===== src/hw/rtl/gms_pkg.sv =====
// ----------------------------------------------------------------------------
// Gesture majority stabilizer package
// Shared widths, register codes and channel payload types.
// ----------------------------------------------------------------------------
package gms_pkg;

	localparam int LABEL_W = 4;
	localparam int CONF_W  = 17;
	localparam int DELTA_W = 18;
	localparam int THR_W   = 5;
	localparam int DB_W    = 17;

	localparam int ADDR_W = 4;
	localparam int DATA_W = 32;

	localparam int Q_ONE            = 65536;
	localparam int Q_THREE_QUARTERS = 49152;

	localparam logic [THR_W-1:0]   THR_RESET = 5'd3;
	localparam logic [DB_W-1:0]    DB_RESET  = 17'd1311;
	localparam logic [LABEL_W-1:0] CONT_A_RESET = 4'd1;
	localparam logic [LABEL_W-1:0] CONT_B_RESET = 4'd2;

	localparam logic [1:0] REG_CONFIRM_THRESHOLD = 2'd0;
	localparam logic [1:0] REG_DELTA_DEADBAND    = 2'd1;
	localparam logic [1:0] REG_CONT_LABEL_A      = 2'd2;
	localparam logic [1:0] REG_CONT_LABEL_B      = 2'd3;

	typedef struct packed {
		logic               hand_mode;
		logic [LABEL_W-1:0] gesture_label;
		logic [CONF_W-1:0]  gesture_confidence;
	} gms_in_t;

	typedef struct packed {
		logic [LABEL_W-1:0] stable_label;
		logic [CONF_W-1:0]  stable_confidence;
	} gms_out_t;

	typedef struct packed {
		logic               valid;
		logic [LABEL_W-1:0] label;
		logic [CONF_W-1:0]  conf;
	} win_entry_t;

	typedef struct packed {
		logic shift;
		logic clear;
	} cell_ctrl_t;

endpackage


===== src/hw/rtl/gms_in_if.sv =====
// ----------------------------------------------------------------------------
// Gesture input channel
// Valid/ready channel carrying one raw gesture item per transfer.
// ----------------------------------------------------------------------------
interface gms_in_if import gms_pkg::*; ();

	logic    valid;
	logic    ready;
	gms_in_t data;

	modport source(output valid, output data, input ready);
	modport sink(input valid, input data, output ready);

endinterface


===== src/hw/rtl/gms_out_if.sv =====
// ----------------------------------------------------------------------------
// Stable gesture output channel
// Valid/ready channel carrying one published gesture per transfer.
// ----------------------------------------------------------------------------
interface gms_out_if import gms_pkg::*; ();

	logic     valid;
	logic     ready;
	gms_out_t data;

	modport source(output valid, output data, input ready);
	modport sink(input valid, input data, output ready);

endinterface


===== src/hw/rtl/gms_win_cell.sv =====
// ----------------------------------------------------------------------------
// Window cell
// One entry of the sliding label window: shifts from its newer neighbor,
// matches its label against the probe and forwards the newest matching
// confidence along the chain.
// ----------------------------------------------------------------------------
module gms_win_cell import gms_pkg::*; (
	input  logic               clk,
	input  logic               arst_n,
	input  cell_ctrl_t         ctrl,
	input  win_entry_t         nbr,
	output win_entry_t         entry,
	input  logic [LABEL_W-1:0] probe,
	output logic               match,
	input  logic [CONF_W-1:0]  conf_in,
	output logic [CONF_W-1:0]  conf_out
);

	logic               valid_q;
	logic [LABEL_W-1:0] label_q;
	logic [CONF_W-1:0]  conf_q;

	always_ff @(posedge clk or negedge arst_n) begin
		if (!arst_n) begin
			valid_q <= 1'b0;
		end else if (ctrl.clear) begin
			valid_q <= 1'b0;
		end else if (ctrl.shift) begin
			valid_q <= nbr.valid;
		end
	end

	always_ff @(posedge clk) begin
		if (ctrl.shift) begin
			label_q <= nbr.label;
			conf_q  <= nbr.conf;
		end
	end

	assign entry.valid = valid_q;
	assign entry.label = label_q;
	assign entry.conf  = conf_q;

	assign match    = valid_q && (label_q == probe);
	assign conf_out = match ? conf_q : conf_in;

endmodule


===== src/hw/rtl/gms_div.sv =====
// ----------------------------------------------------------------------------
// Rounding divider
// Restoring divider, one quotient bit per cycle, computing
// (dividend + divisor/2) / divisor for a small unsigned divisor.
// ----------------------------------------------------------------------------
module gms_div #(
	parameter int DW = 20,
	parameter int NW = 2
) (
	input  logic          clk,
	input  logic          arst_n,
	input  logic          start,
	input  logic [DW-1:0] dividend,
	input  logic [NW-1:0] divisor,
	output logic          done,
	output logic [DW-1:0] quotient
);

	localparam int CW = $clog2(DW + 1);

	logic [DW-1:0] acc_q;
	logic [NW-1:0] rem_q;
	logic [NW-1:0] div_q;
	logic [CW-1:0] cnt_q;
	logic          done_q;
	logic [NW:0]   rs;
	logic          qbit;
	logic [NW:0]   rs_sub;

	assign rs     = {rem_q, acc_q[DW-1]};
	assign qbit   = rs >= {1'b0, div_q};
	assign rs_sub = rs - {1'b0, div_q};

	always_ff @(posedge clk or negedge arst_n) begin
		if (!arst_n) begin
			cnt_q  <= '0;
			done_q <= 1'b0;
		end else if (start) begin
			cnt_q  <= CW'(DW);
			done_q <= 1'b0;
		end else if (cnt_q != '0) begin
			cnt_q  <= cnt_q - 1'b1;
			done_q <= (cnt_q == CW'(1));
		end else begin
			done_q <= 1'b0;
		end
	end

	always_ff @(posedge clk) begin
		if (start) begin
			acc_q <= dividend + DW'(divisor >> 1);
			rem_q <= '0;
			div_q <= divisor;
		end else if (cnt_q != '0) begin
			acc_q <= {acc_q[DW-2:0], qbit};
			rem_q <= qbit ? rs_sub[NW-1:0] : rs[NW-1:0];
		end
	end

	assign done     = done_q;
	assign quotient = acc_q;

endmodule


===== src/hw/rtl/gesture_majority_stabilizer_unit.sv =====
// ----------------------------------------------------------------------------
// Gesture majority stabilizer
// Majority vote over a sliding window of gesture labels, with a moving
// average deadband on the confidence of continuous labels.
//
//   Channel  Modport  Payload                                        Role
//   gesture  sink     hand_mode, gesture_label, gesture_confidence   raw items
//   stable   source   stable_label, stable_confidence                published
//   APB      slave    four registers at byte addresses 0, 4, 8, 12   config
//
// An item is taken only in the idle state. A vote walks the window cells, one
// cell per cycle. A continuous item adds the rounding divider, one quotient
// bit per cycle. An item with hand_mode low clears the state. The result sits
// in an output register, so the next item is taken while a result waits for
// its transfer.
// Reset clears all control state and loads the register defaults.
// ----------------------------------------------------------------------------
module gesture_majority_stabilizer_unit import gms_pkg::*; #(
	parameter int WINDOW       = 8,
	parameter int DELTA_DEPTH  = 3,
	parameter int MAX_DISTINCT = 5
) (
	input  logic              clk,
	input  logic              arst_n,
	input  logic              psel,
	input  logic              penable,
	input  logic              pwrite,
	input  logic [ADDR_W-1:0] paddr,
	input  logic [DATA_W-1:0] pwdata,
	output logic [DATA_W-1:0] prdata,
	output logic              pready,
	gms_in_if.sink            gesture,
	gms_out_if.source         stable
);

	localparam int JW      = $clog2(WINDOW);
	localparam int CNT_W   = $clog2(WINDOW + 1);
	localparam int RW      = $clog2(MAX_DISTINCT + 1);
	localparam int NW      = $clog2(DELTA_DEPTH + 1);
	localparam int SUM_W   = DELTA_W + $clog2(DELTA_DEPTH) + 1;
	localparam int DIFF_W  = DELTA_W + 1;

	typedef enum logic [7:0] {
		S_IDLE   = 8'b0000_0001,
		S_VOTE   = 8'b0000_0010,
		S_PICK   = 8'b0000_0100,
		S_ACT    = 8'b0000_1000,
		S_DSTART = 8'b0001_0000,
		S_DIV    = 8'b0010_0000,
		S_DECIDE = 8'b0100_0000,
		S_EMIT   = 8'b1000_0000
	} state_t;

	state_t state_q;

	logic [THR_W-1:0]   thr_q;
	logic [DB_W-1:0]    db_q;
	logic [LABEL_W-1:0] cont_a_q;
	logic [LABEL_W-1:0] cont_b_q;
	logic               cfg_wr;

	assign pready = 1'b1;
	assign cfg_wr = psel && penable && pwrite && pready;

	always_ff @(posedge clk or negedge arst_n) begin
		if (!arst_n) begin
			thr_q    <= THR_RESET;
			db_q     <= DB_RESET;
			cont_a_q <= CONT_A_RESET;
			cont_b_q <= CONT_B_RESET;
		end else if (cfg_wr) begin
			unique case (paddr[3:2])
				REG_CONFIRM_THRESHOLD: thr_q    <= pwdata[THR_W-1:0];
				REG_DELTA_DEADBAND:    db_q     <= pwdata[DB_W-1:0];
				REG_CONT_LABEL_A:      cont_a_q <= pwdata[LABEL_W-1:0];
				REG_CONT_LABEL_B:      cont_b_q <= pwdata[LABEL_W-1:0];
				default:               thr_q    <= thr_q;
			endcase
		end
	end

	always_comb begin
		prdata = '0;
		unique case (paddr[3:2])
			REG_CONFIRM_THRESHOLD: prdata = DATA_W'(thr_q);
			REG_DELTA_DEADBAND:    prdata = DATA_W'(db_q);
			REG_CONT_LABEL_A:      prdata = DATA_W'(cont_a_q);
			REG_CONT_LABEL_B:      prdata = DATA_W'(cont_b_q);
			default:               prdata = '0;
		endcase
	end

	logic in_xfer;
	logic [CONF_W-1:0] conf_sat;
	logic clear_all;

	assign gesture.ready = (state_q == S_IDLE);
	assign in_xfer       = gesture.valid && gesture.ready;
	assign clear_all     = in_xfer && !gesture.data.hand_mode;
	assign conf_sat      = (gesture.data.gesture_confidence > CONF_W'(Q_ONE)) ?
		CONF_W'(Q_ONE) : gesture.data.gesture_confidence;

	// Window cells: index 0 is the oldest slot, the newest item enters at the top.
	cell_ctrl_t         cell_ctrl;
	win_entry_t         new_entry;
	win_entry_t         cell_out [WINDOW];
	logic [WINDOW-1:0]  match;
	logic [CONF_W-1:0]  conf_chain [WINDOW+1];
	logic [LABEL_W-1:0] probe;

	logic [JW-1:0]      j_q;
	logic [RW-1:0]      rank_q;
	logic [CNT_W-1:0]   fill_q;
	logic [CNT_W-1:0]   best_count_q;
	logic [LABEL_W-1:0] best_label_q;

	assign cell_ctrl.shift = in_xfer && gesture.data.hand_mode;
	assign cell_ctrl.clear = clear_all;
	assign new_entry.valid = 1'b1;
	assign new_entry.label = gesture.data.gesture_label;
	assign new_entry.conf  = conf_sat;
	assign conf_chain[0]   = '0;
	assign probe = (state_q == S_VOTE) ? cell_out[j_q].label : best_label_q;

	for (genvar i = 0; i < WINDOW; i++) begin : g_cell
		win_entry_t nbr;
		if (i == WINDOW - 1) begin : g_top
			assign nbr = new_entry;
		end else begin : g_mid
			assign nbr = cell_out[i+1];
		end
		gms_win_cell u_cell (
			.clk      (clk),
			.arst_n   (arst_n),
			.ctrl     (cell_ctrl),
			.nbr      (nbr),
			.entry    (cell_out[i]),
			.probe    (probe),
			.match    (match[i]),
			.conf_in  (conf_chain[i]),
			.conf_out (conf_chain[i+1])
		);
	end

	logic             earlier;
	logic [CNT_W-1:0] cand_count;
	logic             first_seen;

	always_comb begin
		earlier = 1'b0;
		for (int i = 0; i < WINDOW; i++) begin
			if (JW'(i) < j_q) begin
				earlier = earlier | match[i];
			end
		end
	end

	assign cand_count = CNT_W'($countones(match));
	assign first_seen = cell_out[j_q].valid && !earlier;

	logic                      confirmed_q;
	logic [CONF_W-1:0]         win_conf_q;
	logic                      last_valid_q;
	logic [LABEL_W-1:0]        last_label_q;
	logic signed [DELTA_W-1:0] last_sent_q;

	logic confirmed;
	logic changed;
	logic continuous;

	assign confirmed = (32'(fill_q) >= 32'(thr_q)) && (best_count_q != '0) &&
		(32'(best_count_q) >= 32'(thr_q));
	assign changed    = !last_valid_q || (best_label_q != last_label_q);
	assign continuous = (best_label_q == cont_a_q) || (best_label_q == cont_b_q);

	// Delta window and running sum.
	logic signed [DELTA_W-1:0] delta_q [DELTA_DEPTH];
	logic [NW-1:0]             dfill_q;
	logic signed [SUM_W-1:0]   sum_q;
	logic signed [DELTA_W-1:0] delta_new;
	logic                      dfull;
	logic signed [SUM_W-1:0]   evict;
	logic                      push;

	assign delta_new = $signed({1'b0, win_conf_q}) - $signed(DELTA_W'(Q_THREE_QUARTERS));
	assign dfull     = (dfill_q == NW'(DELTA_DEPTH));
	assign evict     = dfull ? SUM_W'(delta_q[0]) : '0;
	assign push      = (state_q == S_ACT) && confirmed_q && continuous;

	always_ff @(posedge clk) begin
		if (push) begin
			for (int i = 0; i < DELTA_DEPTH - 1; i++) begin
				delta_q[i] <= delta_q[i+1];
			end
			delta_q[DELTA_DEPTH-1] <= delta_new;
		end
	end

	logic              div_start;
	logic              div_done;
	logic [SUM_W-1:0]  quotient;
	logic [SUM_W-1:0]  sum_mag;
	logic              sum_neg_q;

	assign div_start = (state_q == S_DSTART);
	assign sum_mag   = sum_q[SUM_W-1] ? SUM_W'(-sum_q) : SUM_W'(sum_q);

	gms_div #(
		.DW (SUM_W),
		.NW (NW)
	) u_div (
		.clk      (clk),
		.arst_n   (arst_n),
		.start    (div_start),
		.dividend (sum_mag),
		.divisor  (dfill_q),
		.done     (div_done),
		.quotient (quotient)
	);

	logic signed [SUM_W-1:0]   avg_full;
	logic signed [DELTA_W-1:0] avg_d;
	logic signed [DIFF_W-1:0]  diff;
	logic [DIFF_W-1:0]         abs_diff;
	logic                      publish;
	logic [DELTA_W-1:0]        pub_conf;

	assign avg_full = sum_neg_q ? -$signed(quotient) : $signed(quotient);
	assign avg_d    = DELTA_W'(avg_full);
	assign diff     = DIFF_W'(avg_d) - DIFF_W'(last_sent_q);
	assign abs_diff = diff[DIFF_W-1] ? DIFF_W'(-diff) : DIFF_W'(diff);
	assign publish  = changed || (abs_diff > DIFF_W'(db_q));
	assign pub_conf = DELTA_W'(Q_THREE_QUARTERS) + avg_d;

	logic [LABEL_W-1:0] res_label_q;
	logic [CONF_W-1:0]  res_conf_q;
	logic               out_valid_q;
	gms_out_t           out_data_q;
	logic               out_free;

	assign out_free = !out_valid_q || stable.ready;

	always_ff @(posedge clk or negedge arst_n) begin
		if (!arst_n) begin
			state_q      <= S_IDLE;
			j_q          <= '0;
			rank_q       <= '0;
			fill_q       <= '0;
			dfill_q      <= '0;
			sum_q        <= '0;
			last_valid_q <= 1'b0;
			last_label_q <= '0;
			last_sent_q  <= '0;
		end else begin
			unique case (state_q)
				S_IDLE: begin
					if (clear_all) begin
						fill_q       <= '0;
						dfill_q      <= '0;
						sum_q        <= '0;
						last_valid_q <= 1'b0;
						last_label_q <= '0;
						last_sent_q  <= '0;
					end else if (in_xfer) begin
						if (fill_q != CNT_W'(WINDOW)) begin
							fill_q <= fill_q + 1'b1;
						end
						j_q     <= '0;
						rank_q  <= '0;
						state_q <= S_VOTE;
					end
				end
				S_VOTE: begin
					if (first_seen && (rank_q != RW'(MAX_DISTINCT))) begin
						rank_q <= rank_q + 1'b1;
					end
					j_q <= j_q + 1'b1;
					if (j_q == JW'(WINDOW - 1)) begin
						state_q <= S_PICK;
					end
				end
				S_PICK: begin
					state_q <= S_ACT;
				end
				S_ACT: begin
					if (!confirmed_q) begin
						state_q <= S_IDLE;
					end else if (!continuous) begin
						dfill_q     <= '0;
						sum_q       <= '0;
						last_sent_q <= '0;
						if (changed) begin
							last_valid_q <= 1'b1;
							last_label_q <= best_label_q;
							state_q      <= S_EMIT;
						end else begin
							state_q <= S_IDLE;
						end
					end else begin
						sum_q <= sum_q + SUM_W'(delta_new) - evict;
						if (!dfull) begin
							dfill_q <= dfill_q + 1'b1;
						end
						state_q <= S_DSTART;
					end
				end
				S_DSTART: begin
					state_q <= S_DIV;
				end
				S_DIV: begin
					if (div_done) begin
						state_q <= S_DECIDE;
					end
				end
				S_DECIDE: begin
					if (publish) begin
						last_valid_q <= 1'b1;
						last_label_q <= best_label_q;
						last_sent_q  <= avg_d;
						state_q      <= S_EMIT;
					end else begin
						state_q <= S_IDLE;
					end
				end
				S_EMIT: begin
					if (out_free) begin
						state_q <= S_IDLE;
					end
				end
				default: begin
					state_q <= S_IDLE;
				end
			endcase
		end
	end

	always_ff @(posedge clk) begin
		if (state_q == S_VOTE && first_seen && (rank_q != RW'(MAX_DISTINCT)) &&
			((cand_count > best_count_q) || (j_q == '0))) begin
			best_count_q <= cand_count;
			best_label_q <= cell_out[j_q].label;
		end else if (state_q == S_IDLE && in_xfer) begin
			best_count_q <= '0;
		end
		if (state_q == S_PICK) begin
			win_conf_q  <= conf_chain[WINDOW];
			confirmed_q <= confirmed;
		end
		if (state_q == S_DSTART) begin
			sum_neg_q <= sum_q[SUM_W-1];
		end
		if (state_q == S_ACT) begin
			res_label_q <= best_label_q;
			res_conf_q  <= win_conf_q;
		end else if (state_q == S_DECIDE) begin
			res_conf_q <= pub_conf[CONF_W-1:0];
		end
	end

	always_ff @(posedge clk or negedge arst_n) begin
		if (!arst_n) begin
			out_valid_q <= 1'b0;
		end else if (state_q == S_EMIT && out_free) begin
			out_valid_q <= 1'b1;
		end else if (stable.ready) begin
			out_valid_q <= 1'b0;
		end
	end

	always_ff @(posedge clk) begin
		if (state_q == S_EMIT && out_free) begin
			out_data_q.stable_label      <= res_label_q;
			out_data_q.stable_confidence <= res_conf_q;
		end
	end

	assign stable.valid = out_valid_q;
	assign stable.data  = out_data_q;

endmodule

===== src/flat_wrapper.sv =====
// flat-port wrapper written by rule: the top's interface ports become plain ports
module gesture_majority_stabilizer_unit_flat import gms_pkg::*;
#(
	parameter int WINDOW       = 8,
	parameter int DELTA_DEPTH  = 3,
	parameter int MAX_DISTINCT = 5
)
  (clk, arst_n, psel, penable, pwrite, paddr, pwdata, prdata, pready, gesture_valid, gesture_data, gesture_ready, stable_valid, stable_data, stable_ready);
  gms_in_if gesture_i ();
  gms_out_if stable_i ();
  input  logic clk;
  input  logic arst_n;
  input  logic psel;
  input  logic penable;
  input  logic pwrite;
  input  logic [ADDR_W-1:0] paddr;
  input  logic [DATA_W-1:0] pwdata;
  output logic [DATA_W-1:0] prdata;
  output logic pready;
  input wire logic [$bits(gesture_i.valid)-1:0] gesture_valid;
  input wire logic [$bits(gesture_i.data)-1:0] gesture_data;
  output wire logic [$bits(gesture_i.ready)-1:0] gesture_ready;
  output wire logic [$bits(stable_i.valid)-1:0] stable_valid;
  output wire logic [$bits(stable_i.data)-1:0] stable_data;
  input wire logic [$bits(stable_i.ready)-1:0] stable_ready;
  assign gesture_i.valid = gesture_valid;
  assign gesture_i.data = gesture_data;
  assign gesture_ready = gesture_i.ready;
  assign stable_valid = stable_i.valid;
  assign stable_data = stable_i.data;
  assign stable_i.ready = stable_ready;
  gesture_majority_stabilizer_unit #(.WINDOW(WINDOW), .DELTA_DEPTH(DELTA_DEPTH), .MAX_DISTINCT(MAX_DISTINCT)) u_core (.clk(clk), .arst_n(arst_n), .psel(psel), .penable(penable), .pwrite(pwrite), .paddr(paddr), .pwdata(pwdata), .prdata(prdata), .pready(pready), .gesture(gesture_i), .stable(stable_i));
endmodule

===== config.mk =====
export PLATFORM = sky130hd
export DESIGN_NAME = gesture_majority_stabilizer_unit_flat
export DESIGN_NICKNAME = d
export VERILOG_FILES = /design/src/hw/rtl/gms_pkg.sv /design/src/hw/rtl/gms_in_if.sv /design/src/hw/rtl/gms_out_if.sv /design/src/hw/rtl/gms_win_cell.sv /design/src/hw/rtl/gms_div.sv /design/src/hw/rtl/gesture_majority_stabilizer_unit.sv /design/src/flat_wrapper.sv
export SDC_FILE = /design/constraint.sdc
export NUM_CORES = 1
export LEC_CHECK = 0
export BUFFER_PORTS_ARGS = -buffer_cell sky130_fd_sc_hd__buf_2
export CAP_MARGIN = 20
export CELL_PAD_IN_SITES_DETAIL_PLACEMENT = 0
export CELL_PAD_IN_SITES_GLOBAL_PLACEMENT = 1
export CORE_AREA = 8 8 210 263
export CTS_CLUSTER_DIAMETER = 30
export CTS_CLUSTER_SIZE = 30
export DETAILED_ROUTE_END_ITERATION = 8
export DIE_AREA = 0 0 218 271
export PLACE_DENSITY = 0.83
export SYNTH_ARGS = -nofsm -noshare
export SYNTH_HDL_FRONTEND = slang
export SYNTH_SLANG_ARGS = --single-unit
export TNS_END_PERCENT = 20

===== constraint.sdc =====
create_clock -name clk -period 5.7 [get_ports clk]
set_input_delay 0.855 -clock clk [delete_from_list [all_inputs] [get_ports clk]]
set_output_delay 0.855 -clock clk [all_outputs]
set_load 0.05 [all_outputs]

* After elaboration in Yosys (flattened, before gate mapping) *
Memories as Yosys holds them, arrays and structs flattened.
Index checks and enable logic that the tools add are counted.

storage, ports and cells
  memories = 1
  logic and storage cells = 296
  flip-flop bits (word level) = 371
  bits in writable memories = 54
  bits of input ports = 65
  output and inout bits = 56

operators by class
  add/subtract/negate cells = 22
  magnitude comparators = 15
  muxes and demuxes = 100
  bitwise gates (word level) = 8
  eq/ne operators = 39
  reduce and logical (&&, ||, !) cells = 59

memories
  memory          words  bits a word  read ports  clocked after Yosys merged registers in  write ports  line                                     source
  u_core.delta_q  3      18           3           0                                        3            gesture_majority_stabilizer_unit.sv:177  logic signed [DELTA_W-1:0] delta_q [DELTA_DEPTH];

operators with widths
  operator             number
  $mux W17             10
  $mux W21             7
  $pmux W32 S4         1
  $mux W18             5
  $mux W8              9
  $bmux W22 S3         1
  $pmux W8 S8          1
  $pmux W18 S3         1
  $mux W22             2
  $mux W4              11
  $pmux W21 S2         1
  $eq A4 B4 Y1         10
  $mux W1              35
  $logic_and A1 B1 Y1  24
  $add A21 B1 Y21      1
  $add A21 B18 Y21     1
  $neg A21 Y21         1
  $sub A21 B21 Y21     1
  $gt A19 B17 Y1       1
  $mux W19             1
  $neg A19 Y19         1
  $sub A18 B18 Y19     1
  $neg A18 Y18         1
  $reduce_bool A2 Y1   9
  other kinds (55)     107

* Depth between registers and ports, before layout *
  depth after elaboration = 28
  depth in mapped cells = 31
  depth with buffers taken out = 28

* Modules after synthesis *
A second synthesis with hierarchy kept.

second synthesis, totals
  cell total of the unflattened synthesis = 1,928
  area total of the unflattened synthesis = 23,495.0 um^2

modules (own cells, without submodules)
  module                            sequential area each (um^2)  times used  cells each  area each (um^2)
  gesture_majority_stabilizer_unit  6,085.8                      1           1,328       13,746.9
  gms_win_cell                      655.6                        8           53          998.5
  gms_div                           880.8                        1           176         1,760.4

* Worst setup path after synthesis *
No wires, ideal clock.

  kind = register to register
  from = reg u_core.u_div.acc_q[5], in the netlist u_core.u_div.quotient[5]
  to = reg u_core.last_sent_q[10]
  stages on the path, launching flop included = 28
  setup time = 0.132 ns
  period minus slack after synthesis = 6.190 ns
  buffers on the path = 2
  slack = -0.490 ns
  data required time = 5.568 ns
  arrival time = 6.058 ns
  path through = edfxtp_1 -> or4_1 -> or3_1 -> o31ai_1 -> xor2_1 -> inv_1 -> ha_1 -> a21o_1 -> a31o_2 -> nor3b_1 -> a21bo_2 -> o21a_1 -> nand3_1 -> o21ai_0 -> clkbuf_1 -> o21ai_0 -> ha_1 -> nor2b_1 -> o21a_1 -> o21a_1 -> o21a_1 -> o21a_1 -> o21ai_0 -> nand3_1 -> a31o_2 -> o211ai_1 -> clkbuf_1 -> o2bb2ai_1

on the way
  longest elaborated chain between the ends = 9
  elaborated cells between the ends (all ways) = 11
  those cells by class = 3 x add/sub; 1 x order compare; 1 x eq/ne; 4 x mux; 2 x reduce/logical

ends and longest elaborated chain
  what                         line                                     source
  start, declared              gms_div.sv:21                            logic [DW-1:0] acc_q;
  start signal, assigned       gms_div.sv:51                            acc_q <= dividend + DW'(divisor >> 1);
  start signal, assigned       gms_div.sv:55                            acc_q <= {acc_q[DW-2:0], qbit};
  $neg A18 Y18                 gesture_majority_stabilizer_unit.sv:228  assign avg_full = sum_neg_q ? -$signed(quotient) : $signed(quotient);
  $mux W18 (*)                 gesture_majority_stabilizer_unit.sv:228
  $sub A18 B18 Y19             gesture_majority_stabilizer_unit.sv:230  assign diff = DIFF_W'(avg_d) - DIFF_W'(last_sent_q);
  $neg A19 Y19                 gesture_majority_stabilizer_unit.sv:231  assign abs_diff = diff[DIFF_W-1] ? DIFF_W'(-diff) : DIFF_W'(diff);
  $mux W19                     gesture_majority_stabilizer_unit.sv:231
  $gt A19 B17 Y1               gesture_majority_stabilizer_unit.sv:232  assign publish = changed || (abs_diff > DIFF_W'(db_q));
  $logic_or A1 B1 Y1           gesture_majority_stabilizer_unit.sv:232
  $ne A2 B1 Y1 (no line)       --
  $reduce_and A5 Y1 (no line)  --
  end signal, assigned         gesture_majority_stabilizer_unit.sv:319  last_sent_q <= avg_d;
  end, declared                gesture_majority_stabilizer_unit.sv:165  logic signed [DELTA_W-1:0] last_sent_q;

Mark *: on every way between the ends. The rest lies on a longest branch, timed or not. The select of a mux whose other input is x is not followed.
A chain may end at the register's enable or synchronous reset.

* Worst setup path after layout *
  from = reg u_core.j_q[0]
  to = reg u_core.best_count_q[2] (data pin)

on the way
  elaborated cells between the ends (all ways) = 60
  those cells by class = 7 x add/sub; 9 x order compare; 8 x eq/ne; 13 x mux; 8 x bitwise; 15 x reduce/logical

RTL lines
  what                                              line                                     source
  start, declared                                   gesture_majority_stabilizer_unit.sv:111  logic [JW-1:0] j_q;
  start signal, assigned                            gesture_majority_stabilizer_unit.sv:277  j_q <= j_q + 1'b1;
  $not A3 Y4 (not written as such) (*)              gesture_majority_stabilizer_unit.sv:123  assign probe = (state_q == S_VOTE) ? cell_out[j_q].label : best_label_q;
  $bmux W22 S3 (*)                                  gesture_majority_stabilizer_unit.sv:123
  $mux W22 (not written as such) (*) (2 in series)  gesture_majority_stabilizer_unit.sv:123
  $mux W4 (*)                                       gesture_majority_stabilizer_unit.sv:123
  $eq A4 B4 Y1                                      gms_win_cell.sv:44                       assign match = valid_q && (label_q == probe);
  $logic_and A1 B1 Y1                               gms_win_cell.sv:44
  $add A1 B1 Y2 (not written as such)               gesture_majority_stabilizer_unit.sv:158  assign cand_count = CNT_W'($countones(match));
  $add A4 B4 Y4 (not written as such)               gesture_majority_stabilizer_unit.sv:158
  $add A4 B4 Y4 (not written as such) (*)           gesture_majority_stabilizer_unit.sv:158
  named net u_core.cand_count[2]                    gesture_majority_stabilizer_unit.sv:146  logic [CNT_W-1:0] cand_count;
  $gt A4 B4 Y1                                      gesture_majority_stabilizer_unit.sv:339  ((cand_count > best_count_q) || (j_q == '0))) begin
  $logic_or A1 B1 Y1                                gesture_majority_stabilizer_unit.sv:339
  $logic_and A1 B1 Y1                               gesture_majority_stabilizer_unit.sv:338  if (state_q == S_VOTE && first_seen && (rank_q != RW'(MAX_DISTINCT)) &&
  $mux W4 (*)                                       gesture_majority_stabilizer_unit.sv:338
  end signal, assigned                              gesture_majority_stabilizer_unit.sv:340  best_count_q <= cand_count;
  end, declared                                     gesture_majority_stabilizer_unit.sv:114  logic [CNT_W-1:0] best_count_q;

The timed path passes the listed nets; every way through them passes the cells marked *. The select of a mux whose other input is x is not followed.

==> metrics.log <==
[metrics] area of the multi-input gates: 0.00995 sq mm
[metrics] max-slew violation count: 0
[metrics] TritonCTS clock tree: built
[metrics] register cell area after layout: approximately 0.012 sq mm
[metrics] Setup Slack @ Placement: -0.236 ns
[metrics] count of hold-fix buffers inserted at cts: 0
[metrics] result of the run: finished with violations
[metrics] most used cells in the layout excluding fill and tap cells: 314 x edfxtp_1, 188 x nand2_1, 171 x inv_1
[metrics] arrival time worst endpoint: just over 6 ns
[metrics] most instantiated flip-flop cell in the synthesis netlist: edfxtp_1
[metrics] total global-route track usage: 18.2%
[metrics] Critical Path Start Type: flop
[metrics] H-tree lvl count: 3
[metrics] Die Wd: 218 um
[metrics] final number of hold-violating endpoints: 0
[metrics] Tightest Pin Transition: 1.06 ns
[metrics] count of yosys warnings during synthesis: 0
[metrics] via count of the first global-routing pass: 17,138
[metrics] number of rows created at floorplan: 93
[metrics] maximum number of pins on one net before global-route repair: 116
[metrics] clock sink total: 425
[metrics] count of different cell masters after synthesis: 93
[metrics] category of the critical setup timing path: flop to flop
[metrics] CP Data Required Time: 6.05 ns
[metrics] Root Driver: clkbuf_16
[metrics] number of filler cells placed in the layout: between 4,000 and 5,000
[metrics] leading cell type in the layout, fill and taps excluded: edfxtp_1
[metrics] share of synthesized flip-flops with an asynchronous set or reset: 25.6%
[metrics] Std-Cell Core Area: 0.0510 sq mm
[metrics] GPL Wtd Cong: 0.895
[metrics] wire length of the first global-routing pass: 88,100 um
[metrics] Slew Limit Headroom: 29.1%
[metrics] Peak Freq: between 0.15 and 0.2 GHz
[metrics] cell leakage power: roughly 12 nW
[metrics] drt first pass iters: 7
[metrics] class of the tightest hold or removal check: input port to async pin
[metrics] IR drop worst, VDD: 0.293 mV
[metrics] DRC marker count from the first detailed-route iteration: ~1,200
[metrics] CTS Buf Count: 93
[metrics] Clk Latency, worst-skew pair: 0.63 ns
[metrics] total power per unit cell area: 513 mW/mm^2
[metrics] DRC: 0
[metrics] Layout area overhead: 27.3%
[metrics] post-DR vias/cell: 5.41
[metrics] minimum clock period: 5.78 ns
[metrics] share of the clock period used by the worst path after layout: 101%
[metrics] Mean Syn Cell Area: about 11 sq um
[metrics] Clock Skews: 0.0294 ns
[metrics] count of flip-flops with a built-in enable after synthesis: approximately 310
[metrics] Worst Hold Margin: 0.0956 ns
[metrics] total die area: 0.0591 sq mm
[metrics] I/O Buffers: 87
[metrics] violations in the final reports: setup timing
[metrics] HPWL after detailed placement: 38,100 um
[metrics] largest fanout on the critical path: 4
[metrics] sort of element at the end of the critical path: flop
[metrics] antenna cell count: 0
[metrics] layout cells sized above 1: 24.3%
[metrics] sequential element share of the synthesized area: 53.8%
[metrics] setup repair after global routing missed its margin: yes
[metrics] residual antenna-violating net count after detailed routing: 0
[metrics] number of failing setup endpoints in the final timing report: 24
[metrics] number of vias in the routed layout: 16,352
[metrics] I/O pin total: 121
[metrics] die outline height: 271 um
[metrics] wire per inst: 17.9 um
[metrics] Net count, final: about 2,500
[metrics] Syn Std Cell Area: around 0.023 sq mm
[metrics] maximum clock path buffer count: 3
[metrics] final WL: 54,200 um
[metrics] clock input transition at the sequential cells of the worst setup and hold paths: approximately 0.05 ns
[metrics] effective utilization at floorplan: 44.6%
[metrics] worst path setup slack after routing: -0.0758 ns
[metrics] post-synthesis register bit count: 425
[metrics] remaining global-route overflow: 0
[metrics] max-capacitance violation count: 0
[metrics] antenna violations before repair: 0
[metrics] gate count of the mapped netlist: 2,000
[area by class of cell]
cell class / instances / area share (%)
flip-flops and latches: 425 / 42.2
multi-input cells: 1322 / 34.4
clock buffers: 103 / 8.35
repair buffers: 260 / 6.50
clock inverters: 71 / 3.32
well taps: 665 / 2.88
inverters: 178 / 2.33
[Yosys cell counts, types with 27 or more instances]
| cell | count | share of area, % |
|---|---|---|
| nand3_1 | 48 | 1.1 |
| nor2_1 | 88 | 1.5 |
| edfxtp_1 | 314 | 42 |
| ha_1 | 95 | 5.2 |
| a21oi_1 | 103 | 2.3 |
| clkbuf_1 | 52 | 0.86 |
| and2_1 | 36 | 0.99 |
| xnor2_1 | 90 | 3.5 |
| nand2_1 | 188 | 3.1 |
| nor2b_1 | 27 | 0.74 |
| o22ai_1 | 31 | 0.85 |
| inv_1 | 174 | 2.9 |
| o21ai_0 | 125 | 2.8 |
| a211oi_1 | 31 | 1.0 |
| dfrtp_1 | 97 | 11 |
| xor2_1 | 64 | 2.5 |
[logic make-up (layout without fill, tap and decap cells)]
logic type / after synthesis / count (layout) / share of synthesized area [%]
buf+inv: 267 / 612 / 4.81
other cells: 2 / 16 / 0.0331
compound gates: 480 / 480 / 14.1
flops: 425 / 425 / 53.8
simple gates: 507 / 507 / 10.9
fa+ha+maj: 120 / 120 / 7.44
mux: 45 / 45 / 2.98
xor+xnor: 154 / 154 / 5.94
[per-stage QoR]
| step | power, mW | utilization, % | setup TNS (ns) | area (sq um) | cells |
|---|---|---|---|---|---|
| 3_5_place_dp | 8.67 | 48.7 | -6.35 | 24800 | 2820 |
| 5_1_grt | 15.6 | 56.8 | -7.96 | 28900 | 3024 |
| 4_1_cts | 14.7 | 56.1 | -0.966 | 28600 | 3013 |
| 2_1_floorplan | 7.17 | - | -0.632 | 22900 | 2014 |
| 6_report | 14.8 | 56.8 | -0.678 | 28900 | 3024 |
| 3_3_place_gp | 8.51 | 48.7 | -3.75 | 24800 | 2820 |
[timing repair]
item / in CTS / in global routing
setup endpoints to repair: 36 / 37
pin swaps: 42 / 39
gates resized for setup: 50 / 43
cloned: 2 / 0
setup buffers: 17 / 9
[registers in the layout, summed over array words and instances (netlist names), 17 cells and up]
register	cells
u_core.stable.data	21
u_core.delta_q	54
u_core.db_q	17
u_core.win_conf_q	17
u_core.res_conf_q	17
u_core.g_cell.u_cell.label_q	32
u_core.last_sent_q	18
u_core.g_cell.u_cell.conf_q	136
u_core.u_div.quotient	21
u_core.sum_q	21
[report_power, final]
part | leakage, nW | internal, mW | total (mW) | switching, mW
logic | 5.66 | 2.19 | 4.94 | 2.74
registers | 4.31 | 3.92 | 4.23 | 0.309
clock network | 1.62 | 3.88 | 5.67 | 1.79
[final timing paths]
path	end	startpoint	cells after the start	slack (ns)
worst max register to register	u_core.best_count_q[2]$_SDFFCE_PN0P_	u_core.j_q[0]$_DFFE_PN0P_	22	-0.08
min in group clk	u_core.delta_q[0][18]$_DFFE_PP_	u_core.delta_q[0][36]$_DFFE_PP_	0	0.40
worst min register to register	u_core.delta_q[0][18]$_DFFE_PP_	u_core.delta_q[0][36]$_DFFE_PP_	0	0.40
max in group asynchronous	u_core.db_q[2]$_DFFE_PN1P_	arst_n	2	4.90
worst max-delay path	u_core.best_count_q[2]$_SDFFCE_PN0P_	u_core.j_q[0]$_DFFE_PN0P_	22	-0.08
worst min-delay path	u_core.last_label_q[0]$_DFFE_PN0P_	arst_n	1	0.1
[worst max-delay path, cell delays in order, from the launching register on]
cell and delay, ns:
dfrtp_2 0.41, buf_12 0.13, mux4_2 0.50, mux2i_2 0.19
buf_4 0.14, xnor2_1 0.08, or4_4 0.50, a311oi_4 0.35
ha_2 0.24, fa_1 0.43, fa_1 0.56, ha_2 0.17
fa_1 0.42, ha_1 0.30, o21ai_1 0.08, nand2b_1 0.10
a21oi_2 0.20, a41oi_2 0.07, o21ai_1 0.14, o21a_1 0.16
nor2_2 0.05, buf_4 0.15, and2_1 0.16
[layer usage]
metal	track usage, %	vias to the layer above	wire, um
met2	31.6	408	27500
met5	0	-	0
met1	22.1	8036	22800
met4	6.94	0	1420
li1	-	7809	-
met3	3.28	99	2490
Power figures use the tool's default switching activity.
